==> src/hw/rtl/etrl_pkg.sv <==
// Shared types and constants of the edge timestamp record logger.
package etrl_pkg;

    localparam logic [1:0] REQ_EDGE  = 2'd0;
    localparam logic [1:0] REQ_TIME  = 2'd1;
    localparam logic [1:0] REQ_DRAIN = 2'd2;

    localparam logic CFG_STATUS_PERIOD = 1'b0;
    localparam logic CFG_LOW_WATER     = 1'b1;

    localparam logic [7:0]  EDGE_HDR      = 8'hE1;
    localparam logic [7:0]  STATUS_HDR    = 8'h5A;
    localparam int          EDGE_LEN      = 16;
    localparam logic [31:0] PERIOD_RESET  = 32'd1000000;
    localparam logic [12:0] LOW_WATER_RST = 13'd128;

    typedef enum logic [1:0] {
        OP_NOP   = 2'd0,
        OP_EDGE  = 2'd1,
        OP_TIME  = 2'd2,
        OP_DRAIN = 2'd3
    } t_op;

    typedef struct packed {
        t_op         op;
        logic [1:0]  channel;
        logic        level;
        logic [2:0]  pin_levels;
        logic [31:0] now_us;
    } t_item;

    typedef enum logic [4:0] {
        S_IDLE = 5'b00001,
        S_PUSH = 5'b00010,
        S_READ = 5'b00100,
        S_DONE = 5'b01000,
        S_HOLD = 5'b10000
    } t_state;

endpackage

==> src/hw/rtl/etrl_front.sv <==
// Front end: accept request transactions, classify them and queue them for the back end.
module etrl_front #(
    parameter int NUM_WIRES = 3
) (
    input  logic                 i_clk,
    input  logic                 i_rst_n,
    input  logic                 i_in_valid,
    output logic                 o_in_stall,
    input  logic [1:0]           i_req_type,
    input  logic [1:0]           i_channel,
    input  logic                 i_level,
    input  logic [2:0]           i_pin_levels,
    input  logic [31:0]          i_now_us,
    output logic                 o_q_valid,
    output etrl_pkg::t_item      o_q_item,
    input  logic                 i_q_pop
);
    import etrl_pkg::*;

    t_item      r_q [2];
    logic       r_wr, n_wr;
    logic       r_rd, n_rd;
    logic [1:0] r_cnt, n_cnt;
    t_item      cls_item;
    logic       push;
    logic       pop;

    always_comb begin
        cls_item.channel    = i_channel;
        cls_item.level      = i_level;
        cls_item.pin_levels = i_pin_levels;
        cls_item.now_us     = i_now_us;
        case (i_req_type)
            REQ_EDGE: begin
                cls_item.op = (int'(i_channel) < NUM_WIRES) ? OP_EDGE : OP_NOP;
            end
            REQ_TIME:  cls_item.op = OP_TIME;
            REQ_DRAIN: cls_item.op = OP_DRAIN;
            default:   cls_item.op = OP_NOP;
        endcase
    end

    assign o_in_stall = (r_cnt == 2'd2);
    assign push       = i_in_valid && !o_in_stall;
    assign o_q_valid  = (r_cnt != 2'd0);
    assign o_q_item   = r_q[r_rd];
    assign pop        = i_q_pop && o_q_valid;

    always_comb begin
        n_wr  = push ? !r_wr : r_wr;
        n_rd  = pop ? !r_rd : r_rd;
        n_cnt = r_cnt + 2'(push) - 2'(pop);
    end

    always_ff @(posedge i_clk) begin
        if (!i_rst_n) begin
            r_wr  <= 1'b0;
            r_rd  <= 1'b0;
            r_cnt <= 2'd0;
        end else begin
            r_wr  <= n_wr;
            r_rd  <= n_rd;
            r_cnt <= n_cnt;
        end
        if (push) begin
            r_q[r_wr] <= cls_item;
        end
    end
endmodule

==> config.mk <==
export PLATFORM = sky130hd
export DESIGN_NAME = etrl_front
export DESIGN_NICKNAME = d
export VERILOG_FILES = /design/src/hw/rtl/etrl_pkg.sv /design/src/hw/rtl/etrl_front.sv
export SDC_FILE = /design/constraint.sdc
export NUM_CORES = 1
export LEC_CHECK = 0
export ABC_AREA = 1
export BUFFER_PORTS_ARGS = -buffer_cell sky130_fd_sc_hd__clkbuf_2
export CORE_ASPECT_RATIO = 1.75
export CORE_MARGIN = 2
export CORE_UTILIZATION = 51
export CTS_CLUSTER_DIAMETER = 60
export DETAILED_ROUTE_END_ITERATION = 8
export HOLD_SLACK_MARGIN = 0.06
export MAX_ROUTING_LAYER = met4
export PLACE_DENSITY = 0.88
export REMOVE_ABC_BUFFERS = 1
export SLEW_MARGIN = 30
export SYNTH_ARGS = -nofsm -noshare
export SYNTH_HDL_FRONTEND = slang
export SYNTH_SLANG_ARGS = --single-unit
==> constraint.sdc <==
create_clock -name i_clk -period 3.5 [get_ports i_clk]
set_clock_uncertainty 0.15 [all_clocks]
set_input_delay 0.35 -clock i_clk [delete_from_list [all_inputs] [get_ports i_clk]]
set_output_delay 0.35 -clock i_clk [all_outputs]
set_load 0.01 [all_outputs]
== After elaboration in Yosys (flattened, before gate mapping) ==
Memory sizes are Yosys's and may differ from the RTL's. A register that Yosys moved wholly into a read port is not among the register bits.
Cells that the tools add are included.
Word-level totals
  register bits after elaboration: 4
  latch bits: 0
  memory bits (writable): 80
  bits in read-only memories: 0
  input port bits: 44
  output and inout bits: 42
  logic and storage cells: 23
  memories kept: 1
Cells by class
  $add $sub $neg: 2
  $mul: 0
  divide/modulo/power cells: 0
  magnitude comparators: 1
  equality and inequality tests: 3
  shift-type cells: 0
  muxes and demuxes: 6
  bitwise logic cells: 0
  reductions and logical operators: 7
Memories
  r_q: words 2, bits a word 40, rd ports 1, clocked after memory_dff 1, write ports 1, line etrl_front.sv:20  | t_item r_q [2];
Operators by type and width (count)
  $pmux W2 S3: 1
  $mux W1: 5
  $eq A2 B2 Y1 const B: 2
  $logic_not A1 Y1: 3
  $add A2 B1 Y2: 1
  $eq A2 B1 Y1 const B: 1
  $logic_and A1 B1 Y1: 2
  $logic_not A2 Y1: 1
  $lt A2 B2 Y1 const B: 1
  $reduce_bool A2 Y1: 1
  $sub A2 B1 Y2: 1

== Depth between registers and ports, before layout ==
  depth after elaboration: 5
  depth in mapped cells: 11
  depth with buffers taken out: 11

== Least setup slack after synthesis ==
No wires, ideal clock.
  path kind: register to register
  from: register r_cnt[0]
  to: memory r_q[0][0] in the netlist's numbering, enable pin
  setup time: 437 ps
  data arrival time: 2245 ps
  data required time: 2913 ps
  setup slack: 668 ps
  stages on the path, launching flop included: 5
  buffers on the path: 0
  clock period less this slack: 2832 ps
  cells stage by stage: dfxtp_1 > inv_1 > nand2_1 > nand2_1 > nor2_1
On the way
  cells in the longest elaborated chain, start to end: 5
Ends and longest elaborated chain
  start: declaration: line etrl_front.sv:23  | logic [1:0] r_cnt, n_cnt;
  start signal: assignment: line etrl_front.sv:63  | r_cnt <= n_cnt;
  $eq A2 B2 Y1: line etrl_front.sv:43  | assign o_in_stall = (r_cnt == 2'd2);
  $logic_not A1 Y1: line etrl_front.sv:44  | assign push = i_in_valid && !o_in_stall;
  $logic_and A1 B1 Y1: line etrl_front.sv:44
  $mux W1: line etrl_front.sv:65  | if (push) begin
  $mux W1 (implied by the code): line etrl_front.sv:66  | r_q[r_wr] <= cls_item;
  end: declaration: line etrl_front.sv:20
No other way between the ends.

==> reports/results.ini <==
[floorplan]
die_area_mm2 = 0.006906
io_pins = 86
die_y_um = 108.4
initial_core_util_pct = 51.84
rows = 38
core_mm2 = 0.006133
die_w_um = 63.69

[power]
swShare_pct = 25.94
p_int_mw = 2.163
p_leak_nw = 1.721
seq_power_share_pct = 47.7
power_mw = 2.920
vdd.ir_drop.worst_mv = 0.4557
p_switching_uw = 757.3
power_frac_comb_pct = 22.6
power_density_mw_per_mm2 = 674.7
p_clk_share_pct = 29.6

[routing]
wl_per_cell_um = 16.52
remaining_drc_errors = 0
vias = 1874
viasPerCell = 4.868
first_pass_iters = 4
ant_nets = 0
wirelength_um = 6361
first_iter_violations = 88

[placed_design]
place.gp.congestion = 0.8250
hpwl_um = 3739
io_buffers = 85
place_area_mm2 = 0.003684
place_inst = 331

[outcome]
status = finished, final reports clean

[setup_path]
critPathKind = reg2out
arrival_ns = 1.58
startpoint_type = flop
worstPathRequired_ns = 3.00
reg2reg_from = r_cnt[0]
cp-end-kind = output port
critPathMaxFanout = 40
rrSetupSlack_ns = 1.44

[synthesis]
synthCells = 168
synth-seq-cells = 85
synthMuxAreaShare_pct = 14.17
synth_area_mm2 = 0.003179
yosys.area_share.simple_pct = 2.755
synth_cell_types = 11
synthXorXnorAreaFrac_pct = 0
synth-compound-area-share_pct = 0.4723
ys_seq_area_share_pct = 78.71
yosys_warnings = 0
synthAdderAreaFrac_pct = 1.181
synth_top_family_by_area = multiplexers
syn_area_per_cell_um2 = 18.92

[sta]
rsz0062_at_grt = no
finalSetupViolCount = 0
period_needed_ns = 2.079
slew_violations = 0
finalCritPeriodShare_pct = 59.40
tns_ns = 0
worst_pin_slew_ns = 0.5548
max_freq_ghz = 0.4810
whs_ns = 0.09368
max-slew-margin-rel_pct = 62.92
final_hold_viol_count = 0

[worst_hold_path]
hold_start = i_rst_n
min_path_type = in2reg

[global_route]
antenna_found_initial = 0
overflow = 0
gr-usage-met1_pct = 18.02
grt_use_met3_pct = 4.891
grt_usage_pct = 19.48
grt_max_degree = 41
grt_pass1_wl_um = 9121
grt_pass1_vias = 1907
grt_use_met2_pct = 34.44
grt-busiest-layer = met2

[cells_and_area]
mostFrequentLayoutCell = clkbuf_2
fillers = 378
area_growth_pct = 36.13
drive_above_1_share_pct = 47.54
seqCellArea_mm2 = 0.002506
design_area_mm2 = 0.004328
nets = 347
diodes = 0
instances_no_fill = 385
multi_input_area_um2 = 598.1
layout_common_cells = clkbuf_2, edfxtp_1, mux2_2, dlygate4sd3_1, inv_1

[cts]
clkTransAtPathRegs_ns = 0.08
htree_levels = 3
clockBufferDepth = 2
cts_hold_buf = 38
cts_resized = 0
cts_buffers = 9
tritoncts = yes
cts_sinks = 85
insertion_delay_ns = 0.34
cts-root-buf = clkbuf_8
post_cts.repair.setup_buffers = 0

[run]
drv_cap = 0

==> per-stage QoR <==
stage | util (%) | setup WS (ns)
final | 70.56 | 1.421
after global routing | 70.56 | 1.296
after CTS | 70.52 | 1.092
after detailed placement | 60.06 | 1.475
after global placement | 60.06 | 1.492
after floorplan | - | 0.6682
==> synth_stat cells <==
cell type	count	share of area [%]
nand3_1	4	0.63
inv_1	11	1.3
mux2_2	40	14
dfxtp_1	5	3.1
edfxtp_1	80	76
a21oi_1	2	0.31
nand2_1	10	1.2
nor2_1	8	0.94
ha_1	3	1.2
buf_6	4	1.4
o21ai_0	1	0.16
==> worst max-delay path, cell delays in order, from the launching register on <==
cell and delay [ns]:
dfxtp_4 0.69, mux2_2 0.41, clkbuf_2 0.13
==> cell type report <==
type	instances	area share, %
Tap cell	80	2.313
Sequential cell	85	57.91
Timing Repair Buffer	125	18.97
Clock inverter	7	3.180
Clock buffer	9	2.862
Multi-Input combinational cell	68	13.82
Inverter	11	0.9540
==> cell families after synthesis <==
group / after synthesis
flip-flops: 85
multiplexers: 40
AND/OR/NAND/NOR: 22
buffers and inverters: 15
AO/OA/AOI/OAI: 3
adder cells (fa/ha/maj): 3
==> sequential cells by signal (all words and copies together), names as in the netlist, named ones only <==
name,flops
r_q,80
r_cnt,2
r_rd,1
r_wr,1
==> worst paths after layout <==
kind | endpoint | cells after the start
worst max-delay path | o_q_item[5] | 2
worst min-delay path | r_cnt[0] | 3
worst max register to register | r_q[0][24] | 5
worst min register to register | r_rd | 2
==> power by group through the flow <==
stage               Clock, mW  Sequential (mW)  Combinational, mW
finish                  0.865             1.39              0.661
global route            0.922             1.41              0.714
CTS                     0.887             1.39              0.659
detailed placement          0             1.42              0.623
global placement            0             1.40              0.614
floorplan                   0             1.38              0.392
==> per-layer routing <==
metal | routed length [um] | vias to the layer above
met5 | 0 | -
met4 | 229 | 0
met3 | 256 | 19
met2 | 3728 | 82
met1 | 2147 | 882
li1 | - | 891
Power figures use the tool's default switching activity.
